## src/design/dimmer_serial_message_parser_unit_assert.svh

```systemverilog
// assertion macros for the dimmer serial message parser
`ifndef DIMMER_SERIAL_MESSAGE_PARSER_UNIT_ASSERT_SVH
`define DIMMER_SERIAL_MESSAGE_PARSER_UNIT_ASSERT_SVH

// same-cycle implication, disabled while reset is asserted
`define DSMP_ASSERT_IMPL(name, clk, rst_n, ante, cons) \
    name: assert property (@(posedge clk) disable iff (!rst_n) (ante) |-> (cons)) \
        else $error("dsmp assertion failed (same cycle)");

// next-cycle implication, disabled while reset is asserted
`define DSMP_ASSERT_NEXT(name, clk, rst_n, ante, cons) \
    name: assert property (@(posedge clk) disable iff (!rst_n) (ante) |=> (cons)) \
        else $error("dsmp assertion failed (next cycle)");

`endif

```

## src/design/dsmp_pkg.sv

```systemverilog
`timescale 1ns / 1ps
`default_nettype none

package dsmp_pkg;

    localparam logic [7:0] C_TERM     = 8'h1B;
    localparam logic [6:0] BRIGHT_MAX = 7'd100;

    typedef enum logic [2:0] {
        KIND_NONE   = 3'd0,
        KIND_RESULT = 3'd1,
        KIND_UPDATE = 3'd2,
        KIND_ENTER  = 3'd3,
        KIND_EXIT   = 3'd4
    } t_kind;

    typedef enum logic [1:0] {
        PH_AWAIT_KEY = 2'd0,
        PH_KEY       = 2'd1,
        PH_AWAIT_VAL = 2'd2,
        PH_VALUE     = 2'd3
    } t_phase;

    typedef enum logic [1:0] {
        KEY_NONE      = 2'd0,
        KEY_SWITCH    = 2'd1,
        KEY_BRIGHT    = 2'd2,
        KEY_UNDECIDED = 2'd3
    } t_key;

    typedef struct packed {
        logic [7:0] rx_byte;
        logic       cur_switch;
        logic [6:0] cur_bright;
    } t_item;

    typedef struct packed {
        t_kind      msg_kind;
        logic       send_ok;
        logic       switch_change;
        logic       new_switch;
        logic       bright_change;
        logic [6:0] new_bright;
    } t_result;

endpackage

`default_nettype wire

```

## src/design/dimmer_serial_message_parser_unit.sv

```systemverilog
`timescale 1ns / 1ps
`default_nettype none
// dimmer serial message parser
// input channel: one received serial byte per transfer (i_rx_byte) together
//   with the current light state (i_cur_switch, i_cur_bright), which only
//   matters on the terminator byte 0x1B
// output channel: one result transfer per terminator byte, none for any other
//   byte; carries the message kind, the ok-reply request and the new state
// path: a terminator passes the input register, then the result register, before
//   its result shows on o_out_valid
// throughput: one byte per cycle when not stalled; each byte updates the parse
//   state with a single pass of match and digit logic between the two registers
// reset: empties both registers, drops any partial message and leaves
//   settings mode
// receiver stall: the result register holds its transfer; ordinary bytes keep
//   flowing, a terminator waits in the input register and o_in_stall rises
//   until the held result is taken

module dimmer_serial_message_parser_unit
    import dsmp_pkg::*;
#(
    parameter int BUFFER_LEN = 64
) (
    input  wire logic       i_clk,
    input  wire logic       i_rst_n,

    input  wire logic       i_in_valid,
    output logic            o_in_stall,
    input  wire logic [7:0] i_rx_byte,
    input  wire logic       i_cur_switch,
    input  wire logic [6:0] i_cur_bright,

    output logic            o_out_valid,
    input  wire logic       i_out_stall,
    output logic [2:0]      o_msg_kind,
    output logic            o_send_ok,
    output logic            o_switch_change,
    output logic            o_new_switch,
    output logic            o_bright_change,
    output logic [6:0]      o_new_bright
);

    t_item   s_item_in;
    t_item   s_item_held;
    logic    s_held_valid;
    logic    s_held_term;
    logic    s_out_busy;
    logic    s_fire;
    logic    s_res_load;
    t_result s_res_next;
    t_result s_res_out;

    assign s_item_in = '{rx_byte: i_rx_byte, cur_switch: i_cur_switch,
                         cur_bright: i_cur_bright};

    // input register, holds one byte ahead of the parser
    dsmp_in_reg u_in_reg (
        .i_clk   (i_clk),
        .i_rst_n (i_rst_n),
        .i_valid (i_in_valid),
        .i_item  (s_item_in),
        .i_fire  (s_fire),
        .o_stall (o_in_stall),
        .o_valid (s_held_valid),
        .o_item  (s_item_held)
    );

    // a terminator may only move when the result register can take it;
    // every other byte moves whenever one is held
    assign s_held_term = (s_item_held.rx_byte == C_TERM);
    assign s_fire      = s_held_valid && !(s_held_term && s_out_busy);
    assign s_res_load  = s_fire && s_held_term;

    // message state and classification
    dsmp_parser #(
        .BUFFER_LEN (BUFFER_LEN)
    ) u_parser (
        .i_clk   (i_clk),
        .i_rst_n (i_rst_n),
        .i_fire  (s_fire),
        .i_item  (s_item_held),
        .o_res   (s_res_next)
    );

    // result register, parts the parser from the receiver
    dsmp_out_reg u_out_reg (
        .i_clk   (i_clk),
        .i_rst_n (i_rst_n),
        .i_load  (s_res_load),
        .i_res   (s_res_next),
        .i_stall (i_out_stall),
        .o_valid (o_out_valid),
        .o_busy  (s_out_busy),
        .o_res   (s_res_out)
    );

    assign o_msg_kind      = s_res_out.msg_kind;
    assign o_send_ok       = s_res_out.send_ok;
    assign o_switch_change = s_res_out.switch_change;
    assign o_new_switch    = s_res_out.new_switch;
    assign o_bright_change = s_res_out.bright_change;
    assign o_new_bright    = s_res_out.new_bright;

    `include "dimmer_serial_message_parser_unit_assert.svh"

    // only update results carry change flags or an ok request
    `DSMP_ASSERT_IMPL(a_flags_only_on_update, i_clk, i_rst_n, o_out_valid && (o_msg_kind != KIND_UPDATE), !o_send_ok && !o_switch_change && !o_bright_change)

    // ok is requested exactly when the brightness stays
    `DSMP_ASSERT_IMPL(a_ok_iff_bright_same, i_clk, i_rst_n, o_out_valid && (o_msg_kind == KIND_UPDATE), o_send_ok == !o_bright_change)

    // the input side waits only behind a terminator blocked by a held result
    `DSMP_ASSERT_IMPL(a_stall_only_on_term, i_clk, i_rst_n, o_in_stall, s_held_valid && s_held_term && o_out_valid && i_out_stall)

    // a loaded result shows up next cycle with a legal brightness
    `DSMP_ASSERT_NEXT(a_load_shows_result, i_clk, i_rst_n, s_res_load, o_out_valid && (o_new_bright <= BRIGHT_MAX))

endmodule

`default_nettype wire

```

## src/design/dsmp_in_reg.sv

```systemverilog
`timescale 1ns / 1ps
`default_nettype none

module dsmp_in_reg
    import dsmp_pkg::*;
(
    input  wire logic  i_clk,
    input  wire logic  i_rst_n,
    input  wire logic  i_valid,
    input  wire t_item i_item,
    input  wire logic  i_fire,
    output logic       o_stall,
    output logic       o_valid,
    output t_item      o_item
);

    logic  r_valid;
    t_item r_item;
    logic  s_accept;

    // held byte blocks a new transfer only when it cannot move on
    assign o_stall  = r_valid && !i_fire;
    assign s_accept = i_valid && !o_stall;

    always_ff @(posedge i_clk) begin
        if (!i_rst_n) begin
            r_valid <= 1'b0;
        end else if (s_accept) begin
            r_valid <= 1'b1;
        end else if (i_fire) begin
            r_valid <= 1'b0;
        end
    end

    always_ff @(posedge i_clk) begin
        if (s_accept) begin
            r_item <= i_item;
        end
    end

    assign o_valid = r_valid;
    assign o_item  = r_item;

endmodule

`default_nettype wire

```

## src/design/dsmp_parser.sv

```systemverilog
`timescale 1ns / 1ps
`default_nettype none

module dsmp_parser
    import dsmp_pkg::*;
#(
    parameter int BUFFER_LEN = 64
) (
    input  wire logic  i_clk,
    input  wire logic  i_rst_n,
    input  wire logic  i_fire,
    input  wire t_item i_item,
    output t_result    o_res
);

    localparam int PW = $clog2(BUFFER_LEN + 1);

    localparam logic [PW-1:0] POS_FULL      = PW'(BUFFER_LEN);
    localparam logic [PW-1:0] POS_CMD_FIRST = PW'(3);
    localparam logic [PW-1:0] POS_CMD_LAST  = PW'(9);
    localparam logic [PW-1:0] POS_BODY      = PW'(10);
    localparam logic [PW-1:0] POS_ARG_LAST  = PW'(14);
    localparam logic [PW-1:0] LEN_SHORT_CMD = PW'(9);
    localparam logic [PW-1:0] LEN_SETTING   = PW'(10);
    localparam logic [PW-1:0] POS_ONE       = PW'(1);

    localparam logic [3:0] KP_DONE    = 4'd15;
    localparam logic [3:0] KP_KEY_LEN = 4'd8;
    localparam logic [3:0] KP_ON_LEN  = 4'd4;
    localparam logic [2:0] ARG_FULL   = 3'd5;
    localparam logic [2:0] CMD_ALL    = 3'b111;
    localparam logic [2:0] RESULT_LEN = 3'd6;

    localparam int CM_RESULT  = 0;
    localparam int CM_UPDATE  = 1;
    localparam int CM_SETTING = 2;

    localparam logic [7:0] C_START  = 8'h41;
    localparam logic [7:0] C_NUL    = 8'h00;
    localparam logic [7:0] C_COMMA  = 8'h2C;
    localparam logic [7:0] C_COLON  = 8'h3A;
    localparam logic [7:0] C_DQUOTE = 8'h22;
    localparam logic [7:0] C_LOW_S  = 8'h73;
    localparam logic [7:0] C_LOW_B  = 8'h62;
    localparam logic [7:0] C_ZERO   = 8'h30;
    localparam logic [7:0] C_NINE   = 8'h39;

    typedef struct packed {
        t_phase     phase;
        logic [3:0] kp;
        t_key       key;
        logic [6:0] accum;
        logic       seen_sw;
        logic       psw;
        logic       seen_br;
        logic [6:0] pbr;
    } t_tok;

    localparam t_tok TOK_CLEAR = '{
        phase: PH_AWAIT_KEY, kp: 4'd0, key: KEY_NONE, accum: 7'd0,
        seen_sw: 1'b0, psw: 1'b0, seen_br: 1'b0, pbr: 7'd0
    };

    function automatic logic [7:0] result_ch(input logic [2:0] i);
        logic [7:0] ch;
        unique case (i)
            3'd0:    ch = "R";
            3'd1:    ch = "E";
            3'd2:    ch = "S";
            3'd3:    ch = "U";
            3'd4:    ch = "L";
            3'd5:    ch = "T";
            default: ch = 8'h00;
        endcase
        return ch;
    endfunction

    function automatic logic [7:0] update_ch(input logic [2:0] i);
        logic [7:0] ch;
        unique case (i)
            3'd0:    ch = "U";
            3'd1:    ch = "P";
            3'd2:    ch = "D";
            3'd3:    ch = "A";
            3'd4:    ch = "T";
            3'd5:    ch = "E";
            default: ch = 8'h00;
        endcase
        return ch;
    endfunction

    function automatic logic [7:0] setting_ch(input logic [2:0] i);
        logic [7:0] ch;
        unique case (i)
            3'd0:    ch = "S";
            3'd1:    ch = "E";
            3'd2:    ch = "T";
            3'd3:    ch = "T";
            3'd4:    ch = "I";
            3'd5:    ch = "N";
            3'd6:    ch = "G";
            default: ch = 8'h00;
        endcase
        return ch;
    endfunction

    function automatic logic [7:0] exit_ch(input logic [2:0] i);
        logic [7:0] ch;
        unique case (i)
            3'd0:    ch = "=";
            3'd1:    ch = "e";
            3'd2:    ch = "x";
            3'd3:    ch = "i";
            3'd4:    ch = "t";
            default: ch = 8'h00;
        endcase
        return ch;
    endfunction

    function automatic logic [7:0] switch_ch(input logic [2:0] i);
        logic [7:0] ch;
        unique case (i)
            3'd0:    ch = C_DQUOTE;
            3'd1:    ch = "s";
            3'd2:    ch = "w";
            3'd3:    ch = "i";
            3'd4:    ch = "t";
            3'd5:    ch = "c";
            3'd6:    ch = "h";
            default: ch = C_DQUOTE;
        endcase
        return ch;
    endfunction

    function automatic logic [7:0] bright_ch(input logic [2:0] i);
        logic [7:0] ch;
        unique case (i)
            3'd0:    ch = C_DQUOTE;
            3'd1:    ch = "b";
            3'd2:    ch = "r";
            3'd3:    ch = "i";
            3'd4:    ch = "g";
            3'd5:    ch = "h";
            3'd6:    ch = "t";
            default: ch = C_DQUOTE;
        endcase
        return ch;
    endfunction

    function automatic logic [7:0] on_ch(input logic [1:0] i);
        logic [7:0] ch;
        unique case (i)
            2'd0:    ch = C_DQUOTE;
            2'd1:    ch = "o";
            2'd2:    ch = "n";
            default: ch = C_DQUOTE;
        endcase
        return ch;
    endfunction

    // a value that ends without "on" means off
    function automatic t_tok f_commit(input t_tok t);
        t_tok r;
        r = t;
        if (t.key == KEY_SWITCH) begin
            r.seen_sw = 1'b1;
            r.psw     = 1'b0;
        end else if (t.key == KEY_BRIGHT) begin
            r.seen_br = 1'b1;
            r.pbr     = t.accum;
        end
        r.key = KEY_NONE;
        return r;
    endfunction

    function automatic t_tok f_finish(input t_tok t);
        t_tok r;
        r = t;
        if (t.phase == PH_VALUE) begin
            r = f_commit(t);
        end
        r.phase = PH_AWAIT_KEY;
        r.key   = KEY_NONE;
        return r;
    endfunction

    function automatic t_tok f_key_char(input t_tok t, input logic [7:0] c);
        t_tok r;
        r = t;
        if (t.kp < KP_KEY_LEN) begin
            if (t.kp == 4'd0) begin
                if (c != C_DQUOTE) begin
                    r.key = KEY_NONE;
                end
            end else if (t.kp == 4'd1 && t.key == KEY_UNDECIDED) begin
                if (c == C_LOW_S) begin
                    r.key = KEY_SWITCH;
                end else if (c == C_LOW_B) begin
                    r.key = KEY_BRIGHT;
                end else begin
                    r.key = KEY_NONE;
                end
            end else if (t.key == KEY_SWITCH) begin
                if (c != switch_ch(t.kp[2:0])) begin
                    r.key = KEY_NONE;
                end
            end else if (t.key == KEY_BRIGHT) begin
                if (c != bright_ch(t.kp[2:0])) begin
                    r.key = KEY_NONE;
                end
            end
            r.kp = t.kp + 4'd1;
        end
        return r;
    endfunction

    function automatic t_tok f_value_char(input t_tok t, input logic [7:0] c);
        t_tok       r;
        logic [9:0] v;
        r = t;
        v = ({3'b000, t.accum} << 3) + ({3'b000, t.accum} << 1) + {6'd0, c[3:0]};
        if (t.key == KEY_SWITCH) begin
            if (t.kp < KP_ON_LEN && c == on_ch(t.kp[1:0])) begin
                r.kp = t.kp + 4'd1;
                if (r.kp == KP_ON_LEN) begin
                    r.seen_sw = 1'b1;
                    r.psw     = 1'b1;
                    r.key     = KEY_NONE;
                end
            end else begin
                r.seen_sw = 1'b1;
                r.psw     = 1'b0;
                r.key     = KEY_NONE;
            end
        end else if (t.key == KEY_BRIGHT) begin
            if (c >= C_ZERO && c <= C_NINE) begin
                // saturate at full brightness
                r.accum = (v > {3'b000, BRIGHT_MAX}) ? BRIGHT_MAX : v[6:0];
            end else begin
                r = f_commit(t);
            end
        end
        return r;
    endfunction

    function automatic t_tok f_body(input t_tok t, input logic [7:0] c);
        t_tok r;
        r = t;
        if (t.kp != KP_DONE) begin
            if (c == C_NUL) begin
                r    = f_finish(t);
                r.kp = KP_DONE;
            end else if (c == C_COMMA) begin
                r = f_finish(t);
            end else begin
                unique case (t.phase)
                    PH_AWAIT_KEY: begin
                        if (c != C_COLON) begin
                            r.phase = PH_KEY;
                            r.kp    = 4'd0;
                            r.key   = KEY_UNDECIDED;
                            r       = f_key_char(r, c);
                        end
                    end
                    PH_KEY: begin
                        if (c == C_COLON) begin
                            if (t.kp < KP_KEY_LEN) begin
                                r.key = KEY_NONE;
                            end
                            r.phase = PH_AWAIT_VAL;
                        end else begin
                            r = f_key_char(t, c);
                        end
                    end
                    PH_AWAIT_VAL: begin
                        if (c != C_COLON) begin
                            r.phase = PH_VALUE;
                            r.kp    = 4'd0;
                            r.accum = 7'd0;
                            r       = f_value_char(r, c);
                        end
                    end
                    PH_VALUE: begin
                        if (c == C_COLON) begin
                            r = f_commit(t);
                        end else begin
                            r = f_value_char(t, c);
                        end
                    end
                endcase
            end
        end
        return r;
    endfunction

    logic [PW-1:0] r_byte_pos;
    logic [2:0]    r_cmd;
    logic [2:0]    r_arg;
    t_tok          r_tok;
    logic          r_settings;

    logic [PW-1:0] n_byte_pos;
    logic [2:0]    n_cmd;
    logic [2:0]    n_arg;
    t_tok          n_tok;
    logic          n_settings;

    logic [PW-1:0] s_pos;
    logic [PW-1:0] s_ofs_cmd;
    logic [PW-1:0] s_ofs_arg;
    t_tok          s_tok_end;
    logic [6:0]    s_cur_br;
    t_result       s_res;

    always_comb begin
        n_byte_pos = r_byte_pos;
        n_cmd      = r_cmd;
        n_arg      = r_arg;
        n_tok      = r_tok;
        n_settings = r_settings;
        s_pos      = r_byte_pos;
        s_ofs_cmd  = r_byte_pos - POS_CMD_FIRST;
        s_ofs_arg  = r_byte_pos - POS_BODY;
        s_tok_end  = r_tok;
        s_cur_br   = (i_item.cur_bright > BRIGHT_MAX) ? BRIGHT_MAX : i_item.cur_bright;

        s_res.msg_kind      = KIND_NONE;
        s_res.send_ok       = 1'b0;
        s_res.switch_change = 1'b0;
        s_res.new_switch    = i_item.cur_switch;
        s_res.bright_change = 1'b0;
        s_res.new_bright    = s_cur_br;

        if (i_fire && i_item.rx_byte != C_TERM) begin
            // full buffer drops the message
            if (r_byte_pos >= POS_FULL) begin
                n_byte_pos = '0;
                n_cmd      = '0;
                n_arg      = '0;
                n_tok      = TOK_CLEAR;
            end
            if (n_byte_pos != '0 || i_item.rx_byte == C_START) begin
                s_pos     = n_byte_pos;
                s_ofs_cmd = s_pos - POS_CMD_FIRST;
                s_ofs_arg = s_pos - POS_BODY;
                if (s_pos == '0) begin
                    n_cmd = CMD_ALL;
                    n_arg = '0;
                    n_tok = TOK_CLEAR;
                end
                if (s_pos >= POS_CMD_FIRST && s_pos <= POS_CMD_LAST) begin
                    if (s_ofs_cmd[2:0] < RESULT_LEN
                            && i_item.rx_byte != result_ch(s_ofs_cmd[2:0])) begin
                        n_cmd[CM_RESULT] = 1'b0;
                    end
                    if (s_ofs_cmd[2:0] < RESULT_LEN
                            && i_item.rx_byte != update_ch(s_ofs_cmd[2:0])) begin
                        n_cmd[CM_UPDATE] = 1'b0;
                    end
                    if (i_item.rx_byte != setting_ch(s_ofs_cmd[2:0])) begin
                        n_cmd[CM_SETTING] = 1'b0;
                    end
                end
                if (s_pos >= POS_BODY && s_pos <= POS_ARG_LAST) begin
                    if (n_arg == s_ofs_arg[2:0]
                            && i_item.rx_byte == exit_ch(s_ofs_arg[2:0])) begin
                        n_arg = n_arg + 3'd1;
                    end
                end
                if (s_pos >= POS_BODY) begin
                    n_tok = f_body(n_tok, i_item.rx_byte);
                end
                n_byte_pos = s_pos + POS_ONE;
            end
        end else if (i_fire) begin
            if (r_cmd[CM_RESULT] && r_byte_pos >= LEN_SHORT_CMD) begin
                s_res.msg_kind = KIND_RESULT;
            end else if (r_cmd[CM_UPDATE] && r_byte_pos >= LEN_SHORT_CMD) begin
                s_res.msg_kind = KIND_UPDATE;
                if (r_tok.kp != KP_DONE) begin
                    s_tok_end = f_finish(r_tok);
                end
                if (s_tok_end.seen_sw) begin
                    s_res.new_switch = s_tok_end.psw;
                end
                if (s_tok_end.seen_br) begin
                    s_res.new_bright = s_tok_end.pbr;
                end
                s_res.send_ok       = (s_res.new_bright == s_cur_br);
                s_res.switch_change = (s_res.new_switch != i_item.cur_switch);
                s_res.bright_change = (s_res.new_bright != s_cur_br);
            end else if (r_cmd[CM_SETTING] && r_byte_pos >= LEN_SETTING) begin
                if (r_arg == ARG_FULL) begin
                    n_settings     = 1'b0;
                    s_res.msg_kind = KIND_EXIT;
                end else if (!r_settings) begin
                    n_settings     = 1'b1;
                    s_res.msg_kind = KIND_ENTER;
                end
            end
            n_byte_pos = '0;
            n_cmd      = '0;
            n_arg      = '0;
            n_tok      = TOK_CLEAR;
        end
    end

    always_ff @(posedge i_clk) begin
        if (!i_rst_n) begin
            r_byte_pos <= '0;
            r_cmd      <= '0;
            r_arg      <= '0;
            r_tok      <= TOK_CLEAR;
            r_settings <= 1'b0;
        end else begin
            r_byte_pos <= n_byte_pos;
            r_cmd      <= n_cmd;
            r_arg      <= n_arg;
            r_tok      <= n_tok;
            r_settings <= n_settings;
        end
    end

    assign o_res = s_res;

endmodule

`default_nettype wire

```

## src/design/dsmp_out_reg.sv

```systemverilog
`timescale 1ns / 1ps
`default_nettype none

module dsmp_out_reg
    import dsmp_pkg::*;
(
    input  wire logic    i_clk,
    input  wire logic    i_rst_n,
    input  wire logic    i_load,
    input  wire t_result i_res,
    input  wire logic    i_stall,
    output logic         o_valid,
    output logic         o_busy,
    output t_result      o_res
);

    logic    r_valid;
    t_result r_res;

    always_ff @(posedge i_clk) begin
        if (!i_rst_n) begin
            r_valid <= 1'b0;
        end else if (i_load) begin
            r_valid <= 1'b1;
        end else if (!i_stall) begin
            r_valid <= 1'b0;
        end
    end

    always_ff @(posedge i_clk) begin
        if (i_load) begin
            r_res <= i_res;
        end
    end

    // a held result that is not taken this cycle
    assign o_busy  = r_valid && i_stall;
    assign o_valid = r_valid;
    assign o_res   = r_res;

endmodule

`default_nettype wire
```

## config.mk

```make
export PLATFORM = sky130hd
export DESIGN_NAME = dimmer_serial_message_parser_unit
export DESIGN_NICKNAME = d
export VERILOG_FILES = /design/src/design/dsmp_pkg.sv /design/src/design/dimmer_serial_message_parser_unit.sv /design/src/design/dsmp_in_reg.sv /design/src/design/dsmp_parser.sv /design/src/design/dsmp_out_reg.sv
export VERILOG_INCLUDE_DIRS = /design/src /design/src/design
export SDC_FILE = /design/constraint.sdc
export NUM_CORES = 1
export LEC_CHECK = 0
export BUFFER_PORTS_ARGS = -buffer_cell sky130_fd_sc_hd__buf_2
export CELL_PAD_IN_SITES_DETAIL_PLACEMENT = 0
export CELL_PAD_IN_SITES_GLOBAL_PLACEMENT = 2
export CORE_UTILIZATION = 34
export CTS_CLUSTER_SIZE = 12
export DETAILED_ROUTE_END_ITERATION = 16
export HOLD_SLACK_MARGIN = 0.15
export PLACE_DENSITY_LB_ADDON = 0.08
export SLEW_MARGIN = 20
export SYNTH_ARGS = -nofsm -noshare
export SYNTH_HDL_FRONTEND = slang
export SYNTH_SLANG_ARGS = --single-unit
```

## constraint.sdc

```tcl
create_clock -name i_clk -period 5.1 [get_ports i_clk]
set_input_delay 0.255 -clock i_clk [delete_from_list [all_inputs] [get_ports i_clk]]
set_output_delay 0.255 -clock i_clk [all_outputs]
set_load 0.05 [all_outputs]
```

==> flow_metrics.env <==
export IMPL_status="finished, final reports clean"
export IMPL_diodes=0
export IMPL_wire_per_inst_um=23.3
export IMPL_vias_per_cell=6.34
export IMPL_p_leak_nw=2.79
export IMPL_antenna_found_initial=1
export IMPL_grt_usage_pct=25.9
export IMPL_critPathMaxStageDelay_ns=0.49
export IMPL_design_core_area_mm2=0.0198
export IMPL_die_x_um=145
export IMPL_vdd_drop_max_mv=0.161
export IMPL_grt_max_degree=32
export IMPL_tritoncts="done"
export IMPL_drt_iter0_markers=677
export IMPL_layout_drive_gt1_share_pct=11.3
export IMPL_worst_slew_pin_slew_ns=1.16
export IMPL_whs_ns=0.270
export IMPL_critPathKind="flip-flop to flip-flop"
export IMPL_path_clk_slew_ns=0.06
export IMPL_cts_max_path_buffers=2
export IMPL_fin_setup_tns_ns=0
export IMPL_overflow=0
export IMPL_clock_fmax_mhz=225
export IMPL_placementRows=51
export IMPL_clk_latency_ns=0.36
export IMPL_synthTopCellsByArea="edfxtp_1 13%, dfxtp_1 12%, ha_1 5.8%, o21ai_0 4.5%, a21oi_1 4.1%"
export IMPL_async_reset_ff_share_pct=0
export IMPL_synth_top_area_share_pct=13.0
export IMPL_dr_pass1_iters=6
export IMPL_die_y_um=145
export IMPL_min_period_ns=4.45
export IMPL_synth_area_per_cell_um2=7.82
export IMPL_cp_num_buf_inv=2
export IMPL_cp_slowest_cell="dfxtp_1"
export IMPL_cp_end_kind="flip-flop"
export IMPL_worst_ep_arrival_time_ns=4.75
export IMPL_finalHoldViolCount=0
export IMPL_ys_warn_count=0
export IMPL_area_delta_synth_final_pct=13.2
export IMPL_layout_nets=963
export IMPL_portBuffers=35
export IMPL_synth_edf_count=30
export IMPL_cts_htree_levels=3
export IMPL_via_count=7477
export IMPL_finalMaxSlewViolations=0
export IMPL_dieArea_mm2=0.0210
export IMPL_ant_nets=0
export IMPL_syn_nets=943
export IMPL_slew_headroom_pct=22.5
export IMPL_cts_setup_buffers=0
export IMPL_ys_seq_area_share_pct=24.8
export IMPL_worstPathCellList="nand2_1 -> ha_1 -> buf_4 -> inv_2 -> a21oi_2 -> nor2_1 -> fa_1 -> ha_1 -> a21o_1 -> and4_1 -> a2111o_1 -> a21oi_1 -> nand4_1 -> nor3_1 -> o221a_2"
export IMPL_hp_class="input pin to flip-flop"
export IMPL_grt_pass1_vias=7070
export IMPL_final_setup_viol_count=0
export IMPL_p_total_mw=1.61
export IMPL_synth_cells=889
export IMPL_dpl_hpwl_um=20100
export IMPL_start_kind="flip-flop"
export IMPL_synthFlopType="dfxtp_1"
export IMPL_cts_hold_buf=17
export IMPL_syn_area_mm2=0.00695
export IMPL_cts_root_buf="clkbuf_16"
export IMPL_timing_critical_path_mode_cell="ha_1"
export IMPL_fin_worst_skew_ns=0.0124
export IMPL_drt_wl_total_um=27500
export IMPL_maxCapViolations=0
export IMPL_yosys_area_top_type="edfxtp_1"
export IMPL_cp_max_fo=10
export IMPL_cts_sinks=71
export IMPL_ios=36
export IMPL_place_gp_congestion=0.879
export IMPL_ctsResizeCount=0
export IMPL_initial_core_util_pct=35.1
export IMPL_powerDensity_mw_per_mm2=205
export IMPL_drc_errors=0
export IMPL_crit_family="simple AND/OR/NAND/NOR gates"
export IMPL_rsz0062_at_grt="false"
export IMPL_post_route_period_util_pct=87.3
export IMPL_worstPathRequired_ns=5.40
export IMPL_grt_first_pass_wirelength_um=42100
export IMPL_synth_seq_cells=71
export IMPL_cts_buffers=9
export IMPL_fillers=2043
export IMPL_ys_types=99
cells in the mapped netlist, types with 5 or more instances:
cell type	instances
buf_2	12
o211ai_1	14
o31ai_1	12
buf_1	7
o21a_1	9
nand2b_1	11
nand3_1	25
dfxtp_1	41
nor2_1	67
and3_1	9
nor2b_1	18
and2_1	18
a211oi_1	17
o2111ai_1	7
nor4_1	13
nand2_1	70
o22ai_1	12
a21boi_0	9
xor2_1	10
edfxtp_1	30
a32oi_1	6
ha_1	32
o21ai_0	63
a22oi_1	16
nand4_1	16
nor3_1	23
a21o_1	10
inv_1	37
mux2i_1	9
o21bai_1	6
a221oi_1	7
clkbuf_1	42
a31oi_1	13
a21oi_1	57
xnor2_1	15
or3_1	9
a2bb2oi_1	5
registers in the layout (all words and copies together), names as in the netlist:
name,flops
u_parser.r_tok,25
u_in_reg.o_item,16
u_out_reg.o_res,14
u_parser.r_byte_pos,7
u_parser.r_arg,3
u_parser.r_cmd,3
u_in_reg.o_valid,1
u_out_reg.o_valid,1
u_parser.r_settings,1
per-stage QoR:
step           setup slack (ns)  area, um^2  util (%)  instances
6_report                  0.647        7870      39.8       1179
4_1_cts                   0.696        7870      39.8       1179
3_5_place_dp              0.745        7370      37.3       1146
3_3_place_gp              0.853        7360      37.2       1146
5_1_grt                   0.374        7870      39.8       1179
2_1_floorplan            0.0982        6950         -        889
metal layers:
layer  part of all wire [%]  GRT usage, %  vias to the layer above
li1                       -             -                     3447
met3                    6.3          4.21                       56
met5                      0             0                        -
met2                     45          41.0                      330
met4                    2.8          8.83                        0
met1                     46          35.4                     3644
path summary, 6_finish.rpt:
kind,startpoint,end,slack (ns),cells past startpoint
worst max-delay path,u_parser.r_byte_pos[1]$_SDFFE_PN0P_,u_parser.r_tok[10]$_SDFFE_PN0P_,0.65,15
worst min-delay path,i_out_stall,u_out_reg.o_valid$_SDFFE_PN0P_,0.27,3
worst min register to register,u_parser.r_tok[1]$_SDFFE_PN0P_,u_parser.r_tok[1]$_SDFFE_PN0P_,0.53,2
worst max register to register,u_parser.r_byte_pos[1]$_SDFFE_PN0P_,u_parser.r_tok[10]$_SDFFE_PN0P_,0.65,15
logic make-up (layout without fill, tap and decap cells):
kind of cell,Yosys count,in the layout,share of synthesized area (%)
flip-flops,71,71,24.8
buffers and inverters,102,127,5.94
adder cells (fa/ha/maj),34,34,6.33
multiplexers,10,10,1.46
XOR/XNOR,26,26,3.38
AO/OA/AOI/OAI,327,327,33.4
AND/OR/NAND/NOR,319,319,24.7
area by class of cell:
class                   instances  area (um^2)  share of cell area, %
repair buffers                 73          503                   6.39
flip-flops and latches         71         1720                   21.9
multi-input cells             716         4850                   61.6
inverters                      38          143                   1.81
clock buffers                  11          243                   3.08
clock inverters                 5         82.6                   1.05
well taps                     265          332                   4.21
cells in the final DEF (no fill, tap or decap), types with 13 or more instances in the layout:
master	count
a211oi_1	17
a21oi_1	57
a22oi_1	16
a31oi_1	13
and2_1	18
buf_2	35
buf_4	21
dfxtp_1	41
dlygate4sd3_1	17
edfxtp_1	30
ha_1	32
inv_1	37
nand2_1	70
nand3_1	25
nand4_1	16
nor2_1	67
nor2b_1	17
nor3_1	22
nor4_1	13
o211ai_1	14
o21ai_0	63
xnor2_1	15
power by group:
group / total, mW / switching (mW) / internal, mW
registers: 0.636 / 0.0291 / 0.607
clock network: 0.715 / 0.271 / 0.443
logic: 0.262 / 0.170 / 0.0912
tightest hold or removal path: stages:
cell and delay [ns]:
buf_2 0.11, nand2_1 0.11, a21boi_0 0.09
Note: power is estimated with default switching activity, not from simulation.
